**config.mk**
```make
export PLATFORM = sky130hd
export DESIGN_NAME = gtu_back_flat
export DESIGN_NICKNAME = d
export VERILOG_FILES = /design/src/rtl/core/gtu_pkg.sv /design/src/rtl/core/gtu_intf.sv /design/src/rtl/core/gtu_back.sv /design/src/flat_wrapper.sv
export SDC_FILE = /design/constraint.sdc
export NUM_CORES = 1
export LEC_CHECK = 0
export BUFFER_PORTS_ARGS = -buffer_cell sky130_fd_sc_hd__buf_2
export CORE_UTILIZATION = 45
export DETAILED_ROUTE_END_ITERATION = 10
export SLEW_MARGIN = 20
export SYNTH_ARGS = -nofsm -noshare
export SYNTH_HDL_FRONTEND = slang
export SYNTH_SLANG_ARGS = --single-unit
```
**constraint.sdc**
```tcl
create_clock -name clk -period 15.4 [get_ports clk]
set_input_delay 0 -clock clk [delete_from_list [all_inputs] [get_ports clk]]
set_output_delay 0 -clock clk [all_outputs]
set_load 0.1 [all_outputs]
```
**src/rtl/core/gtu_pkg.sv**
```systemverilog
`default_nettype none

package gtu_pkg;

  localparam int LEN_W       = 16;
  localparam int CP_W        = 16;
  localparam int TABLE_ROWS  = 126;
  localparam int TABLE_COLS  = 190;
  localparam int TABLE_DEPTH = TABLE_ROWS * TABLE_COLS;
  localparam int ADDR_W      = $clog2(TABLE_DEPTH);
  localparam int QUEUE_DEPTH = 4;
  localparam int QPTR_W      = $clog2(QUEUE_DEPTH);
  localparam int QCNT_W      = $clog2(QUEUE_DEPTH + 1);

  localparam logic [CP_W-1:0] REPLACEMENT = 16'hFFFD;

  localparam logic ACT_CONVERT = 1'b0;
  localparam logic ACT_TABLE   = 1'b1;

  // item classes between the front's stages
  localparam logic [1:0] KIND_NONE   = 2'd0;
  localparam logic [1:0] KIND_CHAR   = 2'd1;
  localparam logic [1:0] KIND_LOOKUP = 2'd2;
  localparam logic [1:0] KIND_WRITE  = 2'd3;

  typedef struct packed {
    logic            has_char;
    logic [CP_W-1:0] cp;
    logic            last;
  } q_entry_t;

endpackage

`default_nettype wire

```
**src/rtl/core/gtu_intf.sv**
```systemverilog
`default_nettype none


interface gtu_out_if;
  logic        valid;
  logic        ready;
  logic [7:0]  out_byte;
  logic        char_end;
  logic        message_end;
  logic [15:0] out_length;

  modport source (output valid, out_byte, char_end, message_end, out_length,
                  input ready);
  modport sink   (input valid, out_byte, char_end, message_end, out_length,
                  output ready);
endinterface

`default_nettype wire

```
**src/rtl/core/gtu_back.sv**
```systemverilog
`default_nettype none

module gtu_back (
  input  logic              clk,
  input  logic              rst_n,
  input  logic              cfg_we,
  input  logic [15:0]       cfg_wdata,
  input  logic              pop_valid,
  input  gtu_pkg::q_entry_t pop_data,
  output logic              pop_ready,
  gtu_out_if.source         out_ch
);
  import gtu_pkg::*;

  logic [15:0]      cap_r;
  logic [LEN_W-1:0] bw_r, term_len_r;
  logic             stop_r, busy_r;
  logic [7:0]       b0_r, b1_r, b2_r;
  logic [1:0]       nb_r, k_r;
  logic [2:0]       tot_r;

  logic             out_v_r, out_ce_r, out_me_r;
  logic [7:0]       out_byte_r;
  logic [LEN_W-1:0] out_len_r;

  logic [CP_W-1:0]  cp;
  logic [1:0]       need, nb_c;
  logic [16:0]      eff_cap;
  logic             fits, emit, stop_after;
  logic [LEN_W-1:0] bw_after;
  logic [2:0]       tot_c;
  logic [7:0]       b0_c, b1_c, b2_c;
  logic             adv, last_slot, free, load;
  logic [7:0]       slot_byte;

  assign cp   = pop_data.cp;
  assign need = (cp < 16'h0080) ? 2'd1 : ((cp < 16'h0800) ? 2'd2 : 2'd3);
  assign eff_cap = (cap_r == 16'd0) ? 17'd1 : {1'b0, cap_r};
  // a character must leave room for the terminator
  assign fits = ({1'b0, bw_r} + 17'(need)) < eff_cap;
  assign emit = pop_data.has_char && !stop_r && fits;
  assign stop_after = stop_r || (pop_data.has_char && !fits);
  assign nb_c     = emit ? need : 2'd0;
  assign bw_after = bw_r + LEN_W'(nb_c);
  assign tot_c    = 3'(nb_c) + 3'(pop_data.last);

  always_comb begin
    b0_c = cp[7:0];
    b1_c = 8'h00;
    b2_c = 8'h00;
    unique case (need)
      2'd2: begin
        b0_c = 8'hC0 | {3'b000, cp[10:6]};
        b1_c = 8'h80 | {2'b00, cp[5:0]};
      end
      2'd3: begin
        b0_c = 8'hE0 | {4'h0, cp[15:12]};
        b1_c = 8'h80 | {2'b00, cp[11:6]};
        b2_c = 8'h80 | {2'b00, cp[5:0]};
      end
      default: begin
        b0_c = cp[7:0];
      end
    endcase
  end

  assign adv       = !out_v_r || out_ch.ready;
  assign last_slot = busy_r && ({1'b0, k_r} == tot_r - 3'd1);
  assign free      = !busy_r || (adv && last_slot);
  assign pop_ready = free;
  assign load      = pop_valid && free;

  always_comb begin
    unique case (k_r)
      2'd0:    slot_byte = b0_r;
      2'd1:    slot_byte = b1_r;
      default: slot_byte = b2_r;
    endcase
  end

  always_ff @(posedge clk) begin
    if (!rst_n) begin
      cap_r   <= 16'hFFFF;
      bw_r    <= '0;
      stop_r  <= 1'b0;
      busy_r  <= 1'b0;
      k_r     <= '0;
      out_v_r <= 1'b0;
    end else begin
      if (cfg_we) begin
        cap_r <= cfg_wdata;
      end
      if (adv) begin
        out_v_r <= busy_r;
      end
      if (load) begin
        busy_r <= (tot_c != 3'd0);
        k_r    <= '0;
        bw_r   <= pop_data.last ? '0 : bw_after;
        stop_r <= pop_data.last ? 1'b0 : stop_after;
      end else if (adv && busy_r) begin
        k_r <= k_r + 1'b1;
        if (last_slot) begin
          busy_r <= 1'b0;
        end
      end
    end
  end

  always_ff @(posedge clk) begin
    if (load) begin
      b0_r       <= b0_c;
      b1_r       <= b1_c;
      b2_r       <= b2_c;
      nb_r       <= nb_c;
      tot_r      <= tot_c;
      term_len_r <= bw_after;
    end
    if (adv && busy_r) begin
      if (k_r < nb_r) begin
        out_byte_r <= slot_byte;
        out_ce_r   <= (k_r == nb_r - 2'd1);
        out_me_r   <= 1'b0;
        out_len_r  <= '0;
      end else begin
        out_byte_r <= 8'h00;
        out_ce_r   <= 1'b1;
        out_me_r   <= 1'b1;
        out_len_r  <= term_len_r;
      end
    end
  end

  assign out_ch.valid       = out_v_r;
  assign out_ch.out_byte    = out_byte_r;
  assign out_ch.char_end    = out_ce_r;
  assign out_ch.message_end = out_me_r;
  assign out_ch.out_length  = out_len_r;

  a_slot_in_range: assert property (@(posedge clk) disable iff (!rst_n)
    busy_r |-> ({1'b0, k_r} < tot_r))
    else $error("result slot past end of item");

  a_term_ends_char: assert property (@(posedge clk) disable iff (!rst_n)
    out_v_r && out_me_r |-> out_ce_r && out_byte_r == 8'h00)
    else $error("terminator malformed");

  a_len_only_on_term: assert property (@(posedge clk) disable iff (!rst_n)
    out_v_r && !out_me_r |-> out_len_r == '0)
    else $error("length on a non-terminator byte");

endmodule

`default_nettype wire
```
**src/flat_wrapper.sv**
```systemverilog
// flat-port wrapper written by rule: the top's interface ports become plain ports
module gtu_back_flat import gtu_pkg::*;
  (clk, rst_n, cfg_we, cfg_wdata, pop_valid, pop_data, pop_ready, out_ch_valid, out_ch_out_byte, out_ch_char_end, out_ch_message_end, out_ch_out_length, out_ch_ready);
  gtu_out_if out_ch_i ();
  input  logic clk;
  input  logic rst_n;
  input  logic cfg_we;
  input  logic [15:0] cfg_wdata;
  input  logic pop_valid;
  input  gtu_pkg::q_entry_t pop_data;
  output logic pop_ready;
  output wire logic [$bits(out_ch_i.valid)-1:0] out_ch_valid;
  output wire logic [$bits(out_ch_i.out_byte)-1:0] out_ch_out_byte;
  output wire logic [$bits(out_ch_i.char_end)-1:0] out_ch_char_end;
  output wire logic [$bits(out_ch_i.message_end)-1:0] out_ch_message_end;
  output wire logic [$bits(out_ch_i.out_length)-1:0] out_ch_out_length;
  input wire logic [$bits(out_ch_i.ready)-1:0] out_ch_ready;
  assign out_ch_valid = out_ch_i.valid;
  assign out_ch_out_byte = out_ch_i.out_byte;
  assign out_ch_char_end = out_ch_i.char_end;
  assign out_ch_message_end = out_ch_i.message_end;
  assign out_ch_out_length = out_ch_i.out_length;
  assign out_ch_i.ready = out_ch_ready;
  gtu_back u_core (.clk(clk), .rst_n(rst_n), .cfg_we(cfg_we), .cfg_wdata(cfg_wdata), .pop_valid(pop_valid), .pop_data(pop_data), .pop_ready(pop_ready), .out_ch(out_ch_i));
endmodule
```
Word-level counts from Yosys, hierarchy flattened. Index checks and enable logic that the tools add are counted.

Add/subtract/negate cells: 6. $lt $le $gt $ge: 4. Eq/ne operators: 5. Mux-type cells: 14. Bitwise gates (word level): 1. Reduce and logical (&&, ||, !) cells: 21.

Operators by type and width (number): case mux 8 bit (2 select lines) (3); two-way mux 16 bit (2); adder 16 x 2 -> 17 bit (1); < comparator 17 bit (1); adder 16 x 2 -> 16 bit (1); zero test 16 bit (1); < comparator 16 x 12 -> 1 bit, second input constant (1); < comparator 16 x 8 -> 1 bit, second input constant (1); two-way mux 8 bit (1); logical AND 1 bit (7); two-way mux 1 bit (6); equality test 2 bit, second input constant (2); zero test 1 bit (4); two-way mux 2 bit (2); nonzero test 2 bit (2); adder 2 x 1 -> 3 bit (1); equality test 2 x 3 -> 1 bit (1); logical OR 1 bit (3); nonzero test 3 bit (1); subtractor 3 x 1 -> 3 bit, second input constant (1); adder 2 x 1 -> 2 bit, second input constant (1); equality test 2 x 1 -> 1 bit, second input constant (1); equality test 2 bit (1); zero test 2 bit (1); other kinds (5) (5).

Register bits after elaboration: 108. Input port bits: 39. Output and inout port bits: 28. Logic and storage cells: 68.

Depth between registers and ports, before layout. Gate-level depths: netlist (run 1).

Depth after elaboration: 10. Depth in mapped cells: 23. Mapped depth without buffers: 22.

Worst setup path before layout (run 1). No wires, ideal clock.

Path type: input to register. Start point: input port pop_data[11] (netlist bit). End point: register u_core.bw_r[15]. Setup time: 70 ps. Arrival time: 4892 ps. Data required time: 15330 ps. Slack: 10438 ps. Cell stages on the path: 21. Path buffers: 1. Path through: or4_1 > clkbuf_1 > nand2b_1 > ha_1 > inv_1 > fa_1 > nor3_1 > nand4_1 > xnor2_1 > ha_1 > nand3_1 > o22ai_1 > nor4_1 > nand3_1 > nor3_1 > ha_1 > a21oi_1 > nor4b_4 > nand2_1 > or4_1 > a21boi_1.

Longest elaborated chain between the ends: 9. Elaborated cells between the ends (all ways): 10. Those cells by class: add/sub (2); order compare (3); mux (4); reduce/logical (1).

Ends and longest elaborated chain: start: declaration (RTL line flat_wrapper.sv:10) `input gtu_pkg::q_entry_t pop_data;`; < comparator 16 x 12 -> 1 bit (RTL line gtu_back.sv:37) `assign need = (cp < 16'h0080) ? 2'd1 : ((cp < 16'h0800) ? 2'd2 : 2'd3);`; two-way mux 1 bit (RTL line gtu_back.sv:37); two-way mux 2 bit (*) (RTL line gtu_back.sv:37); adder 16 x 2 -> 17 bit (RTL line gtu_back.sv:40) `assign fits = ({1'b0, bw_r} + 17'(need)) < eff_cap;`; < comparator 17 bit (RTL line gtu_back.sv:40); logical AND 1 bit (RTL line gtu_back.sv:41) `assign emit = pop_data.has_char && !stop_r && fits;`; two-way mux 2 bit (*) (RTL line gtu_back.sv:43) `assign nb_c = emit ? need : 2'd0;`; named net u_core.nb_c[1] (RTL line gtu_back.sv:27) `logic [1:0] need, nb_c;`; adder 16 x 2 -> 16 bit (*) (RTL line gtu_back.sv:44) `assign bw_after = bw_r + LEN_W'(nb_c);`; two-way mux 16 bit (*) (RTL line gtu_back.sv:99) `bw_r <= pop_data.last ? '0 : bw_after;`; end signal: assignment (RTL line gtu_back.sv:99); end: declaration (RTL line gtu_back.sv:16) `logic [LEN_W-1:0] bw_r, term_len_r;`.

The timed path passes the listed nets; every way through them passes the cells marked *. A chain may end at the register's enable or synchronous reset.

Final worst setup path (run 1). Ends and elaborated chain as after synthesis.

==> results of run 1 <==
[layout by cell type, fill, tap and decap left out, types with 6 or more instances in the layout]
cell type	instances
nand2b_1	7
and2_1	24
dlygate4sd3_1	30
xnor2_1	21
nor2_1	17
xor2_1	13
o21ai_0	15
a22oi_1	7
a21oi_1	22
nand3_1	12
clkbuf_16	9
inv_1	32
o211ai_1	15
nor3_1	8
buf_2	66
edfxtp_1	69
and3_1	6
nor4_1	6
a21boi_1	6
nand4_1	8
nand2_1	52
dfxtp_1	37
ha_1	26
[final cells by class]
cell class,count,area (sq um),share of cell area
multi-input cells,317,2190,0.351
clock inverters,6,50.0,0.00802
inverters,32,120,0.0193
well taps,143,179,0.0287
flip-flops and latches,106,2810,0.451
clock buffers,10,239,0.0383
repair buffers,98,646,0.104
[flip-flops by register name (all words and copies together), names as in the netlist]
name and flops:
u_core.b0_r 8, u_core.b1_r 7, u_core.b2_r 7, u_core.busy_r 1, u_core.bw_r 16, u_core.cap_r 16, u_core.k_r 2, u_core.nb_r 2
u_core.out_ch.char_end 1, u_core.out_ch.message_end 1, u_core.out_ch.out_byte 8, u_core.out_ch.out_length 16, u_core.out_ch.valid 1, u_core.stop_r 1, u_core.term_len_r 16, u_core.tot_r 3
[how the worst max path moves through the flow]
stage	startpoint	end	slack (ns)
after global routing	pop_data[16]	u_core.bw_r[15]$_SDFFE_PN0P_	8.81
after CTS	pop_data[11]	u_core.bw_r[15]$_SDFFE_PN0P_	9.35
final	pop_data[11]	u_core.bw_r[15]$_SDFFE_PN0P_	9.34
after detailed placement	pop_data[11]	u_core.bw_r[15]$_SDFFE_PN0P_	9.54
after floorplan	pop_data[11]	u_core.bw_r[15]$_SDFFE_PN0P_	10.44
after global placement	pop_data[11]	u_core.bw_r[15]$_SDFFE_PN0P_	9.70
[what timing repair did]
action | CTS | global route
hold endpoints to repair | 33 | 0
buffers inserted | 0 | 0
hold buffers | 30 | 0
[synthesized netlist by cell type (all sizes together) (5+ instances only)]
cell type,number
a22oi,7
a21boi,9
xor2,13
clkbuf,23
ha,26
o211ai,15
nand4,8
nor4,7
and2,24
mux2i,5
nand2,53
and3,6
nor2,17
o21ai,16
a22o,5
nand2b,7
a21oi,22
buf,6
inv,32
nor3,8
nand3,13
xnor2,21
edfxtp,69
dfxtp,37
[power groups by stage]
stage | combinational [mW] | clock, mW | sequential [mW]
after floorplan | 0.0442 | 0 | 0.379
after global placement | 0.109 | 0 | 0.337
after detailed placement | 0.110 | 0 | 0.337
after CTS | 0.116 | 0.228 | 0.331
after global routing | 0.124 | 0.240 | 0.333
final | 0.115 | 0.224 | 0.331
[stage by stage]
stage,setup WS [ns],hold slack (ns),area [sq um],util,cells
4_1_cts,9.35,0.00169,6240,0.544,712
5_1_grt,8.81,0.0371,6240,0.544,712
3_5_place_dp,9.54,0.220,5650,0.493,666
6_report,9.34,0.0132,6240,0.544,712
2_1_floorplan,10.44,0.128,5310,-,485
3_3_place_gp,9.70,0.214,5650,0.493,666
[routing by layer]
layer  GRT usage  up-vias  share of wire
met1       0.241     1803           0.46
met5           0        -              0
met3      0.0269       14          0.040
met4      0.0747        0          0.016
met2       0.320       95           0.48
li1            -     1888              -
[critical path: stages]
cell	delay, ns
dlygate4sd3_1	0.53
buf_2	0.15
or4_1	0.68
nand2b_1	0.18
ha_1	0.18
inv_1	0.06
fa_1	0.51
nor3_1	0.50
nand2_1	0.13
xnor2_1	0.16
ha_1	0.34
a21oi_1	0.20
o22ai_1	0.11
nor4_1	0.24
nand3_1	0.18
nor3_1	0.53
ha_1	0.24
a21oi_1	0.17
nor4b_4	0.43
nand2_1	0.18
or4_1	0.49
a21boi_1	0.13
[cell families (layout without fill, tap and decap cells)]
family	count (synthesis)	count (layout)
DFF	106	106
AOI/OAI and AO/OA	93	93
and+or+nand+nor	157	157
muxes	5	5
xor gates and xnor gates	34	34
buffers and inverters	62	146
adders and majority gates	28	28
==> flow_summary_export.csv, run 1 <==
group,metric,value,unit
outcome,outcome,"completed",
synth,yosys-top-cells-area,"edfxtp_1 39%, dfxtp_1 14%, ha_1 6.1%",
grt,antenna_found_initial,0,
finish,antenna_cells,0,
synth,synth_top_area_cell,"edfxtp_1",
synth,synth_top_family_by_area,"simple AND/OR/NAND/NOR gates",
sta,tightest_slew,1.03,ns
setup_path,crit_path_end_kind,"flop",
setup_path,crit_path_start_kind,"primary input",
finish,syn2layout_area_growth,17.5,%
run,cap_viol_max_count,0,
synth,synth_xor_area_frac,0.0561,
synth,synth-simple-area-share,0.158,
synth,synth-seq-area-share,0.530,
grt,grt_max_degree,43,
setup_path,path_class,"primary input to flop",
pwr,power.switching_fraction,0.298,
floorplanning,core,11500,sq um
grt,grt_overflow,0,
floorplanning,rows,39,
synth,ys_ff_latch,106,
finish,nNetsFinal,631,
routing,via_per_inst,5.34,
synth,synth-adder-area-share,0.0688,
routing,firstDrtPassIters,4,
synth,yosysTopAreaCellShare,0.390,
synth,synth_edf_count,69,
setup_path,crit_fanout,8,
setup_path,rr_worst_depth,18,
synth,ys.flop_type,"edfxtp_1",
pwr,p_sw,0.199,mW
clock_network,numCtsBuffers,9,
synth,netlist_instances,485,
sta,maxSlewHeadroom,0.311,
finish,fillCellCount,1003,
clock_network,cts_tree,"done",
setup_path,cp_data_arrival_time,6.34,ns
clock_network,clkLatencyLatePin,0.35,ns
synth,synth_fp_nets,552,
min_path,whs_path_depth,3,
min_path,min_path_type,"primary input to flop",
routing,wirelength,11.1,mm
sta,hold_viol_final,0,
synth,syn-cell-area,5310,sq um
placement,post-dp-hpwl,7.77,mm
routing,drc_errors,0,
grt,track_usage,0.188,
setup_path,reg2reg_to,"u_core.bw_r[15]$_SDFFE_PN0P_",
sta,fin_crit_sh,0.393,
floorplanning,die_area,12200,sq um
sta,period_needed,6.06,ns
synth,muxShareOfSynthArea,0.00943,
routing,via_count,3800,
clock_network,cts.sinks,106,
sta,skew,0.00564,ns
clock_network,post_cts_resized,0,
pwr,p_leak,2.62,nW
routing,wl_per_cell,15.6,um
sta,drv_slew,0,
floorplanning,start_util,0.463,
pwr,seqPwrFrac,0.493,
floorplanning,die_h,111,um
sta,finalSetupViolations,0,
sta,finalSetupTns,0,ns
placement,port_buffers,66,
pwr,finalPower,0.670,mW
min_path,min_from,"pop_data[9]",
routing,drt_iter0_drc,228,
synth,synthArstFlopShare,0,
pwr,p_clk_frac,0.335,
floorplanning,die-width,111,um
synth,ys_warn_count,0,
pwr,vdd.ir_drop.worst,0.0645,mV
finish,drive_gt1_frac,0.165,
clock_network,cts.htree.levels,3,
clock_network,cts.clk_slew.worst_paths,0.07,ns
pwr,p_int,0.471,mW
clock_network,cts.path.max_buffers,2,
sta,rsz0062_at_grt,"no",
setup_path,r2r_start,"u_core.bw_r[0]$_SDFFE_PN0P_",
grt,grt_pass1_wl,18.2,mm
floorplanning,ios,67,
pwr,p_per_area,107,nW/um^2
setup_path,worst_ep_required_time,15.68,ns
routing,detail-route-antenna-nets,0,
setup_path,rrSetupSlack,10.16,ns
min_path,holdPathEnd,"u_core.b1_r[2]$_DFFE_PP_",
synth,synth-compound-area-share,0.121,
placement,place_congestion,0.845,
clock_network,cts_root_buf,"clkbuf_16",
grt,first_global_vias,3748,
sta,fmax,0.165,GHz
synth,synth_cell_types,53,
synth,avgSynthCellArea,10.9,sq um
pwr,combPwrFrac,0.172,
Power figures use the tool's default switching activity.
==> run 2: changes to the inputs <==
PLACE_DENSITY = 0.67   (was not set)
clock period = 5.3 ns   (was 15.4 ns; I/O delays follow)
==> run 2 against run 1 <==
Net effect: via count increased by 1.3%; worst hold slack improved by 0.011 ns; register-to-register slack got worse by 9.3 ns; routed wire length increased by 0.41%; clock power increased to 2.9 times the previous value; total power increased to 2.9 times the previous value; sequential power increased to 2.9 times the previous value; worst setup slack got worse by 9.1 ns; sequential share of layout area decreased by 0.93 points; sequential cell count unchanged; non-clock buffer count increased by 11; die area unchanged.
==> flow_summary_export.csv, run 2 (synthesis results as in run 1) <==
group,metric,value,unit
pwr,seqPwrFrac,0.495,
finish,multiInputGateArea,2240,sq um
setup_path,rrSetupSlack,0.88,ns
clock_network,numCtsBuffers,9,
clock_network,cts.clk_slew.worst_paths,0.07,ns
floorplanning,rows,39,
pwr,p_per_area,305,nW/um^2
grt,grt_pass1_wl,18.1,mm
setup_path,path_cells,"dlygate4sd3_1 > buf_2 > or4_1 > nand2b_1 > ha_1 > inv_1 > fa_2 > nor3_2 > buf_4 > nand4_1 > xnor2_1 > ha_1 > a21oi_1 > o22ai_1 > nor4_2 > nand3_1 > nor3_2 > ha_2 > a21oi_2 > nor4b_4 > nand2_1 > or4_1 > a21boi_1",
setup_path,crit_fanout,5,
finish,post-route-util,0.555,
sta,drv_slew,0,
sta,fmax,0.199,GHz
setup_path,rr_worst_depth,19,
setup_path,startpoint,"pop_data[8]",
sta,skew,0.00868,ns
routing,drc_errors,0,
routing,wl_per_cell,15.4,um
floorplanning,die_h,111,um
floorplanning,die-width,111,um
setup_path,r2r_start,"u_core.bw_r[0]$_SDFFE_PN0P_",
finish,fillCellCount,963,
grt,grt_max_degree,32,
setup_path,endpoint,"u_core.bw_r[15]$_SDFFE_PN0P_",
routing,via_count,3851,
finish,syn2layout_area_growth,20.0,%
routing,wirelength,11.1,mm
placement,place_congestion,0.822,
routing,detail-route-antenna-nets,0,
routing,drt_iter0_drc,350,
setup_path,slowest_stage,"dlygate4sd3_1",
pwr,p_int,1.37,mW
finish,regArea,2810,sq um
min_path,min_path_type,"primary input to flop",
sta,hold_viol_final,0,
placement,post-dp-hpwl,7.66,mm
setup_path,crit_path_start_kind,"primary input",
floorplanning,die_area,12200,sq um
setup_path,cp_data_arrival_time,5.29,ns
clock_network,cts_root_buf,"clkbuf_16",
sta,holdWs,0.0239,ns
finish,nNetsFinal,642,
setup_path,reg2reg_to,"u_core.bw_r[15]$_SDFFE_PN0P_",
sta,fin_crit_sh,0.948,
pwr,vdd.ir_drop.worst,0.208,mV
floorplanning,ios,67,
clock_network,cts.sinks,106,
pwr,combPwrFrac,0.176,
sta,tightest_slew,1.01,ns
routing,via_per_inst,5.33,
sta,maxSlewHeadroom,0.326,
sta,period_needed,5.02,ns
finish,drive_gt1_frac,0.191,
grt,antenna_found_initial,0,
setup_path,path_class,"primary input to flop",
clock_network,cts.path.max_buffers,2,
pwr,p_sw,0.576,mW
routing,firstDrtPassIters,4,
setup_path,crit_path_end_kind,"flop",
finish,mostFrequentLayoutCell,"edfxtp_1",
pwr,p_leak,2.67,nW
run,cap_viol_max_count,0,
placement,port_buffers,66,
grt,grt_overflow,0,
pwr,power.switching_fraction,0.297,
clock_network,cts.htree.levels,3,
grt,first_global_vias,3719,
sta,finalSetupViolations,0,
setup_path,worst_ep_required_time,5.57,ns
floorplanning,core,11500,sq um
grt,track_usage,0.185,
finish,antenna_cells,0,
clock_network,cts_tree,"done",
outcome,outcome,"completed",
pwr,p_clk_frac,0.329,
floorplanning,start_util,0.463,
clock_network,clkLatencyLatePin,0.35,ns
finish,most-common-layout-cells,"69 x edfxtp_1, 66 x buf_2, 52 x nand2_1",
setup_path,slowest_delay,0.53,ns
## run 2: per-layer routing
| metal | GRT usage | wire (um) | vias up |
|---|---|---|---|
| met2 | 0.301 | 5330 | 134 |
| met3 | 0.0362 | 601 | 18 |
| met5 | 0 | 0 | - |
| met4 | 0.0738 | 184 | 0 |
| li1 | - | - | 1908 |
| met1 | 0.244 | 5020 | 1791 |
## run 2: per-stage QoR
stage               cell area (sq um)  setup TNS [ns]  worst slack [ns]  power (mW)  std cells
finish                           6370               0             0.277        1.94        723
global route                     6370         -0.0197           -0.0197        2.02        723
CTS                              6310               0           0.00663        1.95        722
detailed placement               5700               0             0.111        1.30        673
global placement                 5700               0             0.351        1.29        673
floorplan                        5310               0             0.338        1.23        485
## run 2: how the worst min path moves through the flow
| stage | depth (start not counted) | from | slack (ns) | to |
|---|---|---|---|---|
| 5_1_grt | 3 | pop_valid | 0.06 | u_core.busy_r$_SDFFE_PN0P_ |
| 3_3_place_gp | 3 | cfg_wdata[10] | 0.22 | u_core.cap_r[10]$_SDFFE_PN1P_ |
| 2_1_floorplan | 2 | cfg_wdata[0] | 0.13 | u_core.cap_r[0]$_SDFFE_PN1P_ |
| 4_1_cts | 3 | pop_data[11] | 0.02 | u_core.b0_r[4]$_DFFE_PP_ |
| 3_5_place_dp | 3 | cfg_wdata[5] | 0.22 | u_core.cap_r[5]$_SDFFE_PN1P_ |
| 6_report | 3 | pop_data[11] | 0.02 | u_core.b0_r[4]$_DFFE_PP_ |
## run 2: timing repair
action / in CTS / in global routing
setup buffers: 0 / 1
endpoints found under the setup margin: 0 / 24
endpoints found under the hold margin: 34 / 0
resized for setup: 0 / 10
hold buffers: 33 / 0
## run 2: final cells by class
class                           count  area share
Tap cell                          143      0.0281
Sequential cell                   106       0.442
Multi-Input combinational cell    317       0.351
Timing Repair Buffer              109       0.116
Clock buffer                       10      0.0360
Inverter                           32      0.0189
Clock inverter                      6     0.00845
## run 2: worst max-delay path: cells and delay by family
family	cells	cell delay, ns
simple gates	10	2.48
buf+inv	4	0.90
xor+xnor	1	0.17
fa+ha+maj	4	1.20
compound gates	4	0.53
## run 2: power groups by stage
stage	clock network, mW	logic [mW]	registers [mW]
5_1_grt	0.682	0.366	0.966
3_5_place_dp	0	0.319	0.980
3_3_place_gp	0	0.314	0.978
4_1_cts	0.653	0.339	0.961
6_report	0.639	0.342	0.961
2_1_floorplan	0	0.128	1.10
