===== config.mk =====
export PLATFORM = sky130hd
export DESIGN_NAME = gtu_queue
export DESIGN_NICKNAME = d
export VERILOG_FILES = /design/src/rtl/core/gtu_pkg.sv /design/src/rtl/core/gtu_queue.sv
export SDC_FILE = /design/constraint.sdc
export NUM_CORES = 1
export LEC_CHECK = 0
export BUFFER_PORTS_ARGS = -buffer_cell sky130_fd_sc_hd__buf_2
export CAP_MARGIN = 30
export CELL_PAD_IN_SITES_DETAIL_PLACEMENT = 2
export CELL_PAD_IN_SITES_GLOBAL_PLACEMENT = 2
export CORE_MARGIN = 2
export CORE_UTILIZATION = 43
export DETAILED_ROUTE_END_ITERATION = 8
export PLACE_DENSITY = 0.77
export SYNTH_ARGS = -nofsm -noshare
export SYNTH_HDL_FRONTEND = slang
export SYNTH_SLANG_ARGS = --single-unit

===== constraint.sdc =====
create_clock -name clk -period 2.49 [get_ports clk]
set_clock_uncertainty 0.1 [all_clocks]
set_input_delay 0.3735 -clock clk [delete_from_list [all_inputs] [get_ports clk]]
set_output_delay 0.3735 -clock clk [all_outputs]
set_load 0.02 [all_outputs]

===== src/rtl/core/gtu_pkg.sv =====
`default_nettype none

package gtu_pkg;

  localparam int LEN_W       = 16;
  localparam int CP_W        = 16;
  localparam int TABLE_ROWS  = 126;
  localparam int TABLE_COLS  = 190;
  localparam int TABLE_DEPTH = TABLE_ROWS * TABLE_COLS;
  localparam int ADDR_W      = $clog2(TABLE_DEPTH);
  localparam int QUEUE_DEPTH = 4;
  localparam int QPTR_W      = $clog2(QUEUE_DEPTH);
  localparam int QCNT_W      = $clog2(QUEUE_DEPTH + 1);

  localparam logic [CP_W-1:0] REPLACEMENT = 16'hFFFD;

  localparam logic ACT_CONVERT = 1'b0;
  localparam logic ACT_TABLE   = 1'b1;

  // item classes between the front's stages
  localparam logic [1:0] KIND_NONE   = 2'd0;
  localparam logic [1:0] KIND_CHAR   = 2'd1;
  localparam logic [1:0] KIND_LOOKUP = 2'd2;
  localparam logic [1:0] KIND_WRITE  = 2'd3;

  typedef struct packed {
    logic            has_char;
    logic [CP_W-1:0] cp;
    logic            last;
  } q_entry_t;

endpackage

`default_nettype wire


===== src/rtl/core/gtu_queue.sv =====
`default_nettype none

module gtu_queue (
  input  logic              clk,
  input  logic              rst_n,
  input  logic              push_valid,
  input  gtu_pkg::q_entry_t push_data,
  output logic              push_ready,
  output logic              pop_valid,
  output gtu_pkg::q_entry_t pop_data,
  input  logic              pop_ready
);
  import gtu_pkg::*;

  q_entry_t            slots_r [QUEUE_DEPTH];
  logic [QPTR_W-1:0]   wr_ptr_r, rd_ptr_r;
  logic [QCNT_W-1:0]   count_r;
  logic                push, pop;

  assign push_ready = (count_r != QCNT_W'(QUEUE_DEPTH));
  assign pop_valid  = (count_r != '0);
  assign push       = push_valid && push_ready;
  assign pop        = pop_valid && pop_ready;
  assign pop_data   = slots_r[rd_ptr_r];

  always_ff @(posedge clk) begin
    if (!rst_n) begin
      wr_ptr_r <= '0;
      rd_ptr_r <= '0;
      count_r  <= '0;
    end else begin
      if (push) begin
        wr_ptr_r <= wr_ptr_r + 1'b1;
      end
      if (pop) begin
        rd_ptr_r <= rd_ptr_r + 1'b1;
      end
      if (push && !pop) begin
        count_r <= count_r + 1'b1;
      end else if (pop && !push) begin
        count_r <= count_r - 1'b1;
      end
    end
  end

  always_ff @(posedge clk) begin
    if (push) begin
      slots_r[wr_ptr_r] <= push_data;
    end
  end

  a_count_bound: assert property (@(posedge clk) disable iff (!rst_n)
    count_r <= QCNT_W'(QUEUE_DEPTH))
    else $error("queue count beyond depth");

  a_count_track: assert property (@(posedge clk) disable iff (!rst_n)
    push && !pop |=> count_r == $past(count_r) + 1'b1)
    else $error("queue count lost a push");

endmodule

`default_nettype wire


### Word-level counts from Yosys, hierarchy flattened

Memories as Yosys holds them, arrays and structs flattened. A register that Yosys moved wholly into a read port is not among the register bits.
Index checks and enable logic that the tools add are counted.

| operators by class | value |
|---|---|
| add/subtract/negate cells | 4 |
| equal/unequal tests | 1 |
| multiplexer cells | 6 |
| reductions and logical operators | 8 |

Operators with widths:

| kind | count |
|---|---|
| two-way mux 3 bit | 2 |
| adder 2 x 1 -> 2 bit (second input constant) | 2 |
| logical AND 1 bit | 4 |
| two-way mux 2 bit | 2 |
| adder 3 x 1 -> 3 bit (second input constant) | 1 |
| inequality test 3 bit (second input constant) | 1 |
| nonzero test 3 bit | 1 |
| subtractor 3 x 1 -> 3 bit (second input constant) | 1 |
| logical NOT 1 bit | 2 |
| two-way mux 1 bit | 2 |
| nonzero test 2 bit | 1 |

| storage, ports and cells | value |
|---|---|
| flip-flop bits (word level) | 7 |
| RAM bits | 72 |
| output and inout bits | 20 |
| logic and storage cells | 23 |
| memories | 1 |

Memory list:

| memory | depth | width | read ports | clocked after Yosys merged registers in | write ports | RTL line | source |
|---|---|---|---|---|---|---|---|
| slots_r | 4 | 18 | 1 | 1 | 1 | gtu_queue.sv:15 | `q_entry_t slots_r [QUEUE_DEPTH];` |

### Longest topological paths before layout

Gate-level depths: netlist (run 1).

| depth | value |
|---|---|
| word-level depth | 6 |
| depth in mapped cells | 8 |

### Least setup slack after synthesis (run 1)

No wires, ideal clock.

| timing path | value |
|---|---|
| path kind | flip-flop to flip-flop |
| start point | register count_r[0] |
| end point | register count_r[2] |
| library setup time | 0.076 ns |
| data arrival time | 2.038 ns |
| required time | 2.314 ns |
| path slack | 0.277 ns |
| stages on the path, launching flop included | 9 |
| buffers on the path | 0 |
| path through | dfxtp_1 > nor2_1 > a21boi_2 > ha_1 > inv_1 > fa_1 > xor2_1 > or3_1 > a21boi_0 |

| on the way | value |
|---|---|
| longest elaborated chain between the ends | 5 |
| elaborated cells on any way between the ends | 13 |
| classes of those cells | add/sub (2); eq/ne (1); mux (2); reduce/logical (8) |

Ends and longest elaborated chain:

| element | RTL line | source |
|---|---|---|
| start: declaration | gtu_queue.sv:17 | `logic [QCNT_W-1:0] count_r;` |
| start signal: assignment | gtu_queue.sv:39 | `count_r <= count_r + 1'b1;` |
| start signal: assignment | gtu_queue.sv:41 | `count_r <= count_r - 1'b1;` |
| inequality test 3 bit * | gtu_queue.sv:20 | `assign push_ready = (count_r != QCNT_W'(QUEUE_DEPTH));` |
| logical AND 1 bit * | gtu_queue.sv:22 | `assign push = push_valid && push_ready;` |
| via push | gtu_queue.sv:18 | `logic push, pop;` |
| logical NOT 1 bit | gtu_queue.sv:40 | `end else if (pop && !push) begin` |
| logical AND 1 bit | gtu_queue.sv:40 |  |
| nonzero test 2 bit (no line) | -- |  |

The timed path passes the listed nets; every way through them passes the cells marked *. The select of a mux whose other input is x is not followed.
A chain may end at the register's enable or synchronous reset.

==> results by group, run 1 <==
Route
  – Drc violations: 0
  – Drt via density: roughly 5
  – First-pass iteration count of the detailed router: 6
  – Antenna viol nets, final: 0
  – DR vias: 1542
  – DR WL/cell: roughly 24 um
  – DR iter-0 viols: 53
  – Routed WL: roughly 7100 um

Placed design
  – Buffers added on ports: 41
  – Dpl ws: roughly 0.17 ns
  – Detailed placement HPWL: between 4000 and 5000 um
  – Dpl cells: 285
  – Placed Area: between 0.003 and 0.004 mm2
  – Routability cong.: ~0.64

Global route
  – Largest net degree at the start of global routing: 19
  – GRT Total Usage: between 10% and 20%
  – First-pass GRT wire length: roughly 11000 um
  – Number of global-route vias before repair: approximately 1800
  – Initial antenna violation count: 0
  – Gr ovfl total: 0

Clock tree
  – CTS Hold Buffers Added: 0
  – CTS H-Tree Depth: 3
  – Post-CTS repair timing setup buffer count: 0
  – Cts repair resizes: 0
  – Clock sinks: 81
  – Root Driver: clkbuf_8
  – Clock latency on the worst-skew pair: 0.35 ns
  – TritonCTS Buffers: 9
  – Maximum root-to-sink buffer count: 2
  – Clk slew on worst S/H paths: approximately 0.090 ns
  – CTS tree: built

Outcome
  – Status: finished, final reports clean

Job
  – Max_cap viols: 0

Synth
  – Register area share after synthesis: between 70% and 80%
  – Yosys reg bits: between 80 and 90
  – Yosys top cell by area: edfxtp_1
  – Mapped cell area: between 0.003 and 0.004 mm2
  – Ys Warns: 0
  – Cells after synthesis: ~140
  – Distinct cells, synth: 24
  – Syn_area_per_cell: 22.1 um2
  – Synth top area share: between 60% and 70%
  – Synth area leaders: edfxtp_1 (69%), mux4_2 (7.2%), mux4_1 (6.7%), dfxtp_1 (5.7%), ha_1 (2.0%)
  – Syn_nets: 170

Timing
  – Final critical-path share of the clock period: between 90% and 100%
  – Setup tns final: 0 ns
  – Final count of pins violating max slew: 0
  – Final hold violation count: 0
  – Relative slew slack: ~63%
  – Final Critical Period: ~2.4 ns
  – Final WS setup: between 0.1 and 0.15 ns
  – Worst slew pin tran: roughly 0.55 ns
  – Setup Viol. Count Final: 0
  – FMAX: 424 MHz
  – RSZ-0062 raised after global routing: no

Pwr
  – Leakage: ~1.3 nW
  – Worst vdd ir: about 390 uV
  – PD cells: roughly 1100 mW/mm2

Min path
  – Min-delay worst type: input pin to flip-flop

Final layout
  – Layout Area Growth over Synthesis: 19.7%
  – Fillers: ~650
  – Share of cells above drive strength 1: between 30 and 40%
  – Final Cell Area: 0.00375 mm2
  – N_diodes: 0
  – Post-layout util: a little over half
  – Fin nets: about 230
  – Post-Layout Cell Count: between 300 and 400

Floorplanning
  – Die area: between 0.007 and 0.008 mm2
  – Die width: about 89 um
  – FP Rows: 31
  – Die Span Y: 89.4 um
  – Boundary pin count: 42
  – Core ar.: a little over 0.007 mm2
  – Initial Util: a little over two fifths

Critical path
  – CP Data Required Time: 2.02 ns
  – CP Max Fanout: 18
  – CP endpoint kind: primary output
  – Worst Setup Start Kind: flip-flop
  – Crit Path Class: flip-flop to primary output
  – Worst Path Arrival: between 1.5 and 2 ns
final cells by class:
type	count	area [um2]	share of cell area [%]
clock buffer	10	128	3.40
clock inverter	6	130	3.47
inverter	3	11.3	0.300
multi-input combinational	53	736	19.6
sequential	81	2340	62.5
tap	99	124	3.30
timing repair buffer	49	278	7.40
worst paths after layout:
kind,start,to,slack (ns),depth (start not counted)
max,flip-flop,pop_data[4],0.13,3
min,push_data[5],slots_r[1][5],0.13,1
max reg2reg,count_r[1],count_r[2],0.28,8
min reg2reg,wr_ptr_r[0],wr_ptr_r[0],0.48,2
kinds of logic (layout without fill, tap and decap cells):
group                    count (synthesis)  after routing  share of synthesized area [%]
AO/OA/AOI/OAI                            5              5                           1.96
XOR/XNOR                                 4              4                           1.12
adder cells (fa/ha/maj)                  6              6                           2.63
buffers and inverters                    8             68                           1.80
flip-flops                              81             81                           74.7
multiplexers                            21             21                           14.9
AND/OR/NAND/NOR                         17             17                           2.91
layout by cell type (no fill, tap or decap), types with 4 or more instances in the layout:
master | synthesis | routed
nand2_1 | 5 | 5
ha_1 | 5 | 5
edfxtp_1 | 72 | 72
buf_4 | 0 | 7
mux4_2 | 10 | 10
bufinv_16 | 0 | 4
clkbuf_8 | 0 | 9
and2_1 | 8 | 8
dfxtp_1 | 9 | 7
mux4_1 | 8 | 8
buf_2 | 2 | 41
per-layer routing:
| layer | up-vias | global-route usage, % | wire length [um] |
|---|---|---|---|
| li1 | 682 | - | - |
| met1 | 811 | 24.7 | 2970 |
| met2 | 43 | 33.6 | 3800 |
| met3 | 6 | 4.71 | 273 |
| met4 | 0 | 6.92 | 54 |
| met5 | - | 0 | 0 |
sequential cells by signal, summed over array words and instances (netlist names), named ones only:
register / cells
count_r: 3
rd_ptr_r: 2
slots_r: 72
wr_ptr_r: 2
report_power, final:
group,switching [mW],internal (mW),leakage (nW),total [mW]
clock network,0.471,0.764,0.130,1.24
logic,0.599,0.461,0.460,1.06
registers,0.111,1.66,0.735,1.77
synth_stat cells:
master	instances
a21boi_0	1
a21boi_2	1
and2_1	8
buf_12	1
buf_2	2
buf_6	1
clkbuf_1	1
dfxtp_1	9
edfxtp_1	72
fa_1	1
ha_1	5
inv_1	3
mux2i_1	3
mux4_1	8
mux4_2	10
nand2_1	5
nor2_1	1
nor2b_1	1
o21ai_0	1
o311ai_2	1
o31ai_4	1
or3_1	2
xnor2_1	3
xor2_1	1
critical path: stages (launching register included):
cell and delay (ns):
dfxtp_1 0.33, buf_4 0.33, mux4_1 0.67, buf_2 0.19
per-stage QoR:
step	power [mW]	hold WS, ns
6_report	4.07	0.134
5_1_grt	4.25	0.126
4_1_cts	4.12	0.113
3_3_place_gp	2.77	0.379
3_5_place_dp	2.87	0.445
2_1_floorplan	2.52	0.368
(Power assumes the default switching activity.)
==> run 2: changes to the inputs <==
CORE_MARGIN = 5   (was 2)
CTS_CLUSTER_SIZE = 10   (was not set)
==> run 2 against run 1 <==
Global-route usage fell by 2.9 points. Critical path type is now flip-flop to flip-flop. Total power fell by 3.0%. Count of clock-buffer cells in the layout rose by 1. Largest cell class unchanged.
==> results by group, run 2 (synthesis gave the netlist of run 1 again) <==
Final layout
  – Largest regs: slots_r x72, count_r x3
  – Fillers: 625 (-3.7%)
  – Most common cell after layout, fill and taps aside: edfxtp_1
  – Largest register FFs: 72 (unchanged)
  – Most frequent cells in the layout: edfxtp_1 (72), buf_2 (41), mux4_2 (10)
  – Share of cells above drive strength 1: 37.8% (-1.3 points)
  – Layout Area Growth over Synthesis: 18.3%
  – Final Cell Area: 0.00371 mm2 (-1.2%)
  – Area of the multi-input gates: 736 um2 (unchanged)
  – Fin nets: 224 (-0.44%)
  – Reg with most FFs: slots_r
  – Reg area: 0.00234 mm2 (about the same)
  – N_diodes: 0 (unchanged)

Floorplanning
  – Die Span Y: 95.4 um (+6.7%)
  – Die area: 0.00910 mm2 (+14%)
  – Initial Util: 43.7% (-0.24 points)
  – Boundary pin count: 42 (unchanged)
  – FP Rows: 31 (unchanged)
  – Die width: 95.4 um (+6.7%)
  – Core ar.: 0.00718 mm2 (+0.54%)

Outcome
  – Status: finished, final reports clean

Clock tree
  – CTS tree: built
  – CTS H-Tree Depth: 3 (unchanged)
  – Root Driver: clkbuf_8
  – CTS Hold Buffers Added: 0 (unchanged)
  – Clk slew on worst S/H paths: 0.08 ns (about the same)
  – Clock sinks: 81 (unchanged)
  – Clock latency on the worst-skew pair: 0.33 ns (-0.02 ns)
  – Cts repair resizes: 0 (unchanged)
  – Maximum root-to-sink buffer count: 2 (unchanged)
  – TritonCTS Buffers: 9 (unchanged)
  – Post-CTS repair timing setup buffer count: 0 (unchanged)

Timing
  – Final hold violation count: 0 (unchanged)
  – Final WS setup: 0.152 ns (+0.0182 ns)
  – Setup Viol. Count Final: 0 (unchanged)
  – Final Critical Period: 2.34 ns (-0.0182 ns)
  – Final critical-path share of the clock period: 93.9% (-0.73 points)
  – Relative slew slack: 77.1% (+14 points)
  – FMAX: 428 MHz (+0.78%)
  – Worst slew pin tran: 0.344 ns (-0.205 ns)
  – Setup tns final: 0 ns (unchanged)
  – RSZ-0062 raised after global routing: no
  – Final count of pins violating max slew: 0 (unchanged)
  – Worst Hold Slack: 0.153 ns (+0.0189 ns)

Critical path
  – CP Data Required Time: 2.65 ns (+0.63 ns)
  – Slowest CP cell: dfxtp_1
  – CP Buf/Inv Count: 1 (-1)
  – Worst-path cell chain: nor2_1 -> a21boi_2 -> ha_1 -> inv_1 -> fa_1 -> xor2_1 -> or3_1 -> a21boi_0
  – Worst Path Arrival: 2.49 ns (+0.61 ns)
  – Crit Path Class: flip-flop to flip-flop
  – CP endpoint kind: flip-flop
  – Worst Setup Start Kind: flip-flop
  – CP Max Fanout: 6 (-12)
  – Worst path max stage delay: 0.52 ns (-0.15 ns)
  – CP delay by family, top: adder cells

Placed design
  – Dpl ws: 0.148 ns (-0.0238 ns)
  – Placed Area: 0.00347 mm2 (-0.57%)
  – Buffers added on ports: 41 (unchanged)
  – Routability cong.: 0.652 (+1.7%)
  – Detailed placement HPWL: 4760 um (+1.7%)

Global route
  – GRT Total Usage: 16.8% (-2.9 points)
  – Gr ovfl total: 0 (unchanged)
  – First-pass GRT wire length: 10800 um (+1.2%)
  – Largest net degree at the start of global routing: 19 (unchanged)
  – Number of global-route vias before repair: 1823 (+4.0%)
  – Initial antenna violation count: 0 (unchanged)

Job
  – Max_cap viols: 0 (unchanged)

Pwr
  – Leakage: 1.30 nW (-1.6%)
  – Worst vdd ir: 451 uV (+15%)
  – PD cells: 1060 mW/mm2 (-1.8%)

Route
  – Drc violations: 0 (unchanged)
  – Routed WL: 6870 um (-3.2%)
  – DR WL/cell: 22.9 um (-2.9%)
  – DR vias: 1532 (-0.65%)
  – Antenna viol nets, final: 0 (unchanged)
  – DR iter-0 viols: 102 (+92%)
  – Drt via density: 5.11 (-0.32%)
  – First-pass iteration count of the detailed router: 5 (-1)

Min path
  – Min-delay worst type: input pin to flip-flop
run 2: cell count changes in the layout (fill, tap and decap cells not counted):
| cell | delta |
|---|---|
| clkinv_2 | -1 |
| dfxtp_2 | -1 |
| clkbuf_1 | +1 |
| buf_12 | -1 |
| dfxtp_1 | +1 |
| bufinv_16 | -1 |
| inv_6 | +1 |
run 2: metal layers:
metal	GRT usage, %	wire [um]	part of all wire (%)	vias to the layer above
li1	-	-	-	684
met1	19.7	2660	39	801
met2	29.4	3770	55	37
met3	4.03	333	4.8	10
met4	7.11	114	1.7	0
met5	0	0	0	-
run 2: final timing paths:
check,start,end,slack (ns),depth (start not counted)
max,count_r[1],count_r[2],0.15,8
min,push_data[3],slots_r[3][3],0.15,1
max reg2reg,count_r[1],count_r[2],0.15,8
min reg2reg,wr_ptr_r[1],wr_ptr_r[1],0.42,2
run 2: final cells by class:
type,instances,area share (%)
sequential,81,63.2
multi-input combinational,53,19.8
tap,99,3.34
clock buffer,11,3.54
inverter,3,0.304
timing repair buffer,48,6.95
clock inverter,5,2.80
run 2: through the flow:
step | power [mW] | cells | utilization [%]
after detailed placement | 2.87 | 284 | 48.4
after global placement | 2.77 | 284 | 48.4
final | 3.94 | 300 | 51.7
after CTS | 4.01 | 300 | 51.6
after global routing | 4.15 | 300 | 51.7
after floorplan | 2.52 | 142 | -
run 2: power by group:
group	internal [mW]	switching, mW	total (mW)	leakage, nW
Combinational	0.456	0.602	1.06	0.452
Sequential	1.66	0.0949	1.75	0.734
Clock	0.670	0.464	1.13	0.118
==> run 3: changes to the inputs <==
ABC_AREA = 1   (was not set)
CORE_UTILIZATION = 39   (was 43)
PLACE_DENSITY = 0.78   (was 0.77)
==> run 3 against run 2 <==
Synthesized area is 3.7% higher. Final cell count increased by 33%. Setup slack improved by 0.036 ns. Via count up 35%. First-iteration DRC count down 23%. Sequential power about the same. Global-route usage rose by 0.13 points. Clock power decreased by 7%. Critical endpoint is now pop_data[2]. Largest power group unchanged.
==> results by group, run 3 <==
Route
  – Routed WL: 8020 um (+17%)
  – Antenna viol nets, final: 0 (unchanged)
  – DR WL/cell: 20.0 um (-13%)
  – DR vias: 2074 (+35%)
  – Drc violations: 0 (unchanged)
  – DR iter-0 viols: 79 (-23%)
  – Drt via density: 5.19 (+1.5%)
  – First-pass iteration count of the detailed router: 4 (-1)

Critical path
  – Worst Path Arrival: 1.83 ns (-0.66 ns)
  – CP Max Fanout: 18 (+12)
  – CP endpoint kind: primary output
  – Worst Setup Start Kind: flip-flop
  – CP delay by family, top: flip-flops
  – Worst-path cell chain: clkinv_4 -> o21ai_1 -> o22ai_1 -> buf_2
  – CP Data Required Time: 2.02 ns (-0.63 ns)
  – Worst path max stage delay: 0.68 ns (+0.16 ns)
  – Crit Path Class: flip-flop to primary output
  – Slowest CP cell: dfxtp_1
  – CP Buf/Inv Count: 2 (+1)

Final layout
  – Most common cell after layout, fill and taps aside: edfxtp_1
  – Share of cells above drive strength 1: 26.1% (-12 points)
  – Final Cell Area: 0.00375 mm2 (+1.1%)
  – Reg with most FFs: slots_r
  – Largest register FFs: 72 (unchanged)
  – Post-layout util: 45.8% (-5.8 points)
  – Fin nets: 318 (+42%)
  – Post-Layout Cell Count: 400 (+33%)
  – N_diodes: 0 (unchanged)
  – Layout Area Growth over Synthesis: 15.3%
  – Largest regs: slots_r x72, count_r x3
  – Most frequent cells in the layout: edfxtp_1 (72), nor2_1 (45), buf_2 (41)

Synth
  – Count leader, synth: edfxtp_1
  – Synth Area in Adders: 2.54% (-0.093 points)
  – Ys async rst share: 0% (unchanged)
  – Largest family of logic cells by synthesized area: compound AO/OA/AOI/OAI gates
  – Synth Area in XOR/XNOR: 0.270% (-0.85 points)
  – Synth top cells by count: edfxtp_1 (72), nor2_1 (49), o21ai_0 (24), o22ai_1 (17), inv_1 (12)
  – Yosys reg bits: 81 (unchanged)
  – Main synth FF type: edfxtp_1
  – Mapped cell area: 0.00325 mm2 (+3.7%)
  – Post-synth EDFFs: 72 (unchanged)
  – Synth area leaders: edfxtp_1 (67%), nor2_1 (5.7%), dfxtp_1 (5.5%), o21ai_0 (3.7%), o22ai_1 (3.3%)
  – Syn_nets: 270 (+59%)
  – Cells after synthesis: 242 (+70%)
  – Syn_area_per_cell: 13.4 um2 (-39%)
  – Ys Warns: 0 (unchanged)
  – Post-synthesis simple-gate area fraction: 9.59% (+6.7 points)
  – Distinct cells, synth: 25 (+4.2%)
  – Yosys top cell by area: edfxtp_1
  – Synth top area share: 66.5% (-2.4 points)
  – Register area share after synthesis: 72.1% (-2.6 points)
  – Post-synthesis mux area share: 0% (-15 points)
  – Post-synthesis compound-gate area fraction: 10.1% (+8.1 points)

Timing
  – FMAX: 434 MHz (+1.5%)
  – Setup Viol. Count Final: 0 (unchanged)
  – RSZ-0062 raised after global routing: no
  – Final hold violation count: 0 (unchanged)
  – Final count of pins violating max slew: 0 (unchanged)
  – Setup tns final: 0 ns (unchanged)
  – Worst slew pin tran: 0.567 ns (+0.223 ns)
  – Final critical-path share of the clock period: 92.5% (-1.4 points)
  – Final Critical Period: 2.30 ns (-0.0356 ns)
  – Relative slew slack: 62.1% (-15 points)

Pwr
  – Clock network fraction of total power: 26.4% (-2.3 points)
  – Pint: 2.58 mW (-7.2%)
  – Worst vdd ir: 381 uV (-16%)
  – PD cells: 1060 mW/mm2 (-0.20%)
  – Leakage: 1.37 nW (+5.3%)
  – Logic pwr share: 29.8% (+3.0 points)
  – Sw frac: 35.1% (+5.7 points)
  – Sequential share of power: 43.9% (-0.5 points)
  – Design Power: 3.98 mW (+0.87%)
  – Sw power: 1.40 mW (+20%)

Global route
  – Initial antenna violation count: 1 (+1)
  – GRT Total Usage: 16.9% (+0.13 points)
  – Largest net degree at the start of global routing: 38 (+19)
  – First-pass GRT wire length: 12700 um (+18%)
  – Gr ovfl total: 0 (unchanged)
  – Number of global-route vias before repair: 2337 (+28%)

Placed design
  – Placed Area: 0.00354 mm2 (+1.9%)
  – Dpl cells: 384 (+35%)
  – Detailed placement HPWL: 5090 um (+6.9%)
  – Routability cong.: 0.716 (+9.8%)
  – Buffers added on ports: 41 (unchanged)

Clock tree
  – Clock sinks: 81 (unchanged)
  – TritonCTS Buffers: 9 (unchanged)
  – Cts repair resizes: 0 (unchanged)
  – Root Driver: clkbuf_8
  – Clock latency on the worst-skew pair: 0.35 ns (+0.02 ns)
  – Maximum root-to-sink buffer count: 2 (unchanged)
  – CTS Hold Buffers Added: 0 (unchanged)
  – CTS H-Tree Depth: 3 (unchanged)
  – Clk slew on worst S/H paths: 0.09 ns (about the same)
  – Post-CTS repair timing setup buffer count: 0 (unchanged)
  – CTS tree: built

Floorplanning
  – Boundary pin count: 42 (unchanged)
  – FP Rows: 33 (+6.5%)
  – Die Span Y: 101 um (+6.2%)
  – Core ar.: 0.00818 mm2 (+14%)
  – Die area: 0.0103 mm2 (+13%)
  – Die width: 101 um (+6.2%)
  – Initial Util: 39.7% (-3.9 points)

Outcome
  – Status: finished, final reports clean

Job
  – Max_cap viols: 0 (unchanged)

Min path
  – Min-delay worst type: input pin to flip-flop
-- run 3: changes by cell type in the layout (fill, tap and decap cells not counted), moves of 5 or more --
cell	previous run	this run
and2_1	8	0
mux4_1	8	0
o21ai_0	1	24
nand2_1	5	10
o22ai_1	0	17
inv_1	3	12
o21ai_1	0	11
nor2_1	1	45
mux4_2	10	0
-- run 3: logic make-up (layout without fill, tap and decap cells) --
logic type / Yosys count / in the layout
xor gates and xnor gates: 1 / 1
buffers and inverters: 26 / 79
DFF: 81 / 81
adders and majority gates: 6 / 6
and+or+nand+nor: 70 / 70
AOI/OAI and AO/OA: 58 / 58
-- run 3: through the flow --
step / setup slack, ns / hold WS [ns]
floorplan: 0.551 / 0.364
global placement: 0.635 / 0.387
detailed placement: 0.542 / 0.396
CTS: 0.134 / 0.119
global route: 0.0431 / 0.111
finish: 0.188 / 0.132
-- run 3: area by class of cell --
type                            instances  area, um2
Inverter                               16       72.6
Timing Repair Buffer                   47        250
Sequential cell                        81       2340
Multi-Input combinational cell        135        739
Tap cell                              105        131
Clock buffer                           11        131
Clock inverter                          5       80.1
Fill cell                             822       4430
-- run 3: per-layer routing --
metal	routed length, um	GRT usage, %	share of wire, %	up-vias
li1	-	-	-	962
met1	3230	19.3	40	1061
met2	4390	30.5	55	36
met3	249	4.55	3.1	13
met4	133	5.83	1.7	2
met5	13	0	0.16	-
-- run 3: power groups by stage --
stage | Combinational (mW) | Clock [mW] | Sequential, mW
after CTS | 1.22 | 1.07 | 1.75
after floorplan | 0.866 | 0 | 1.75
final | 1.19 | 1.05 | 1.74
after detailed placement | 1.20 | 0 | 1.78
after global placement | 1.14 | 0 | 1.76
after global routing | 1.31 | 1.14 | 1.76
-- run 3: final timing paths --
kind / end / from / slack [ns] / cells after the start
max reg2reg: count_r[2] / count_r[0] / 0.50 / 13
min: slots_r[1][4] / push_data[4] / 0.13 / 1
min reg2reg: rd_ptr_r[0] / rd_ptr_r[0] / 0.40 / 2
max: pop_data[2] / flip-flop / 0.19 / 4
-- run 3: worst reg2reg max path: stages, from the launching register on --
cell     delay [ns]
dfxtp_1        0.46
nor2_4         0.08
nand2_4        0.09
nand2_4        0.08
inv_2          0.08
ha_1           0.17
inv_1          0.08
fa_1           0.39
inv_1          0.07
nand2_1        0.06
nand3_1        0.09
nand2_1        0.06
nand2_1        0.06
nor2_1         0.04
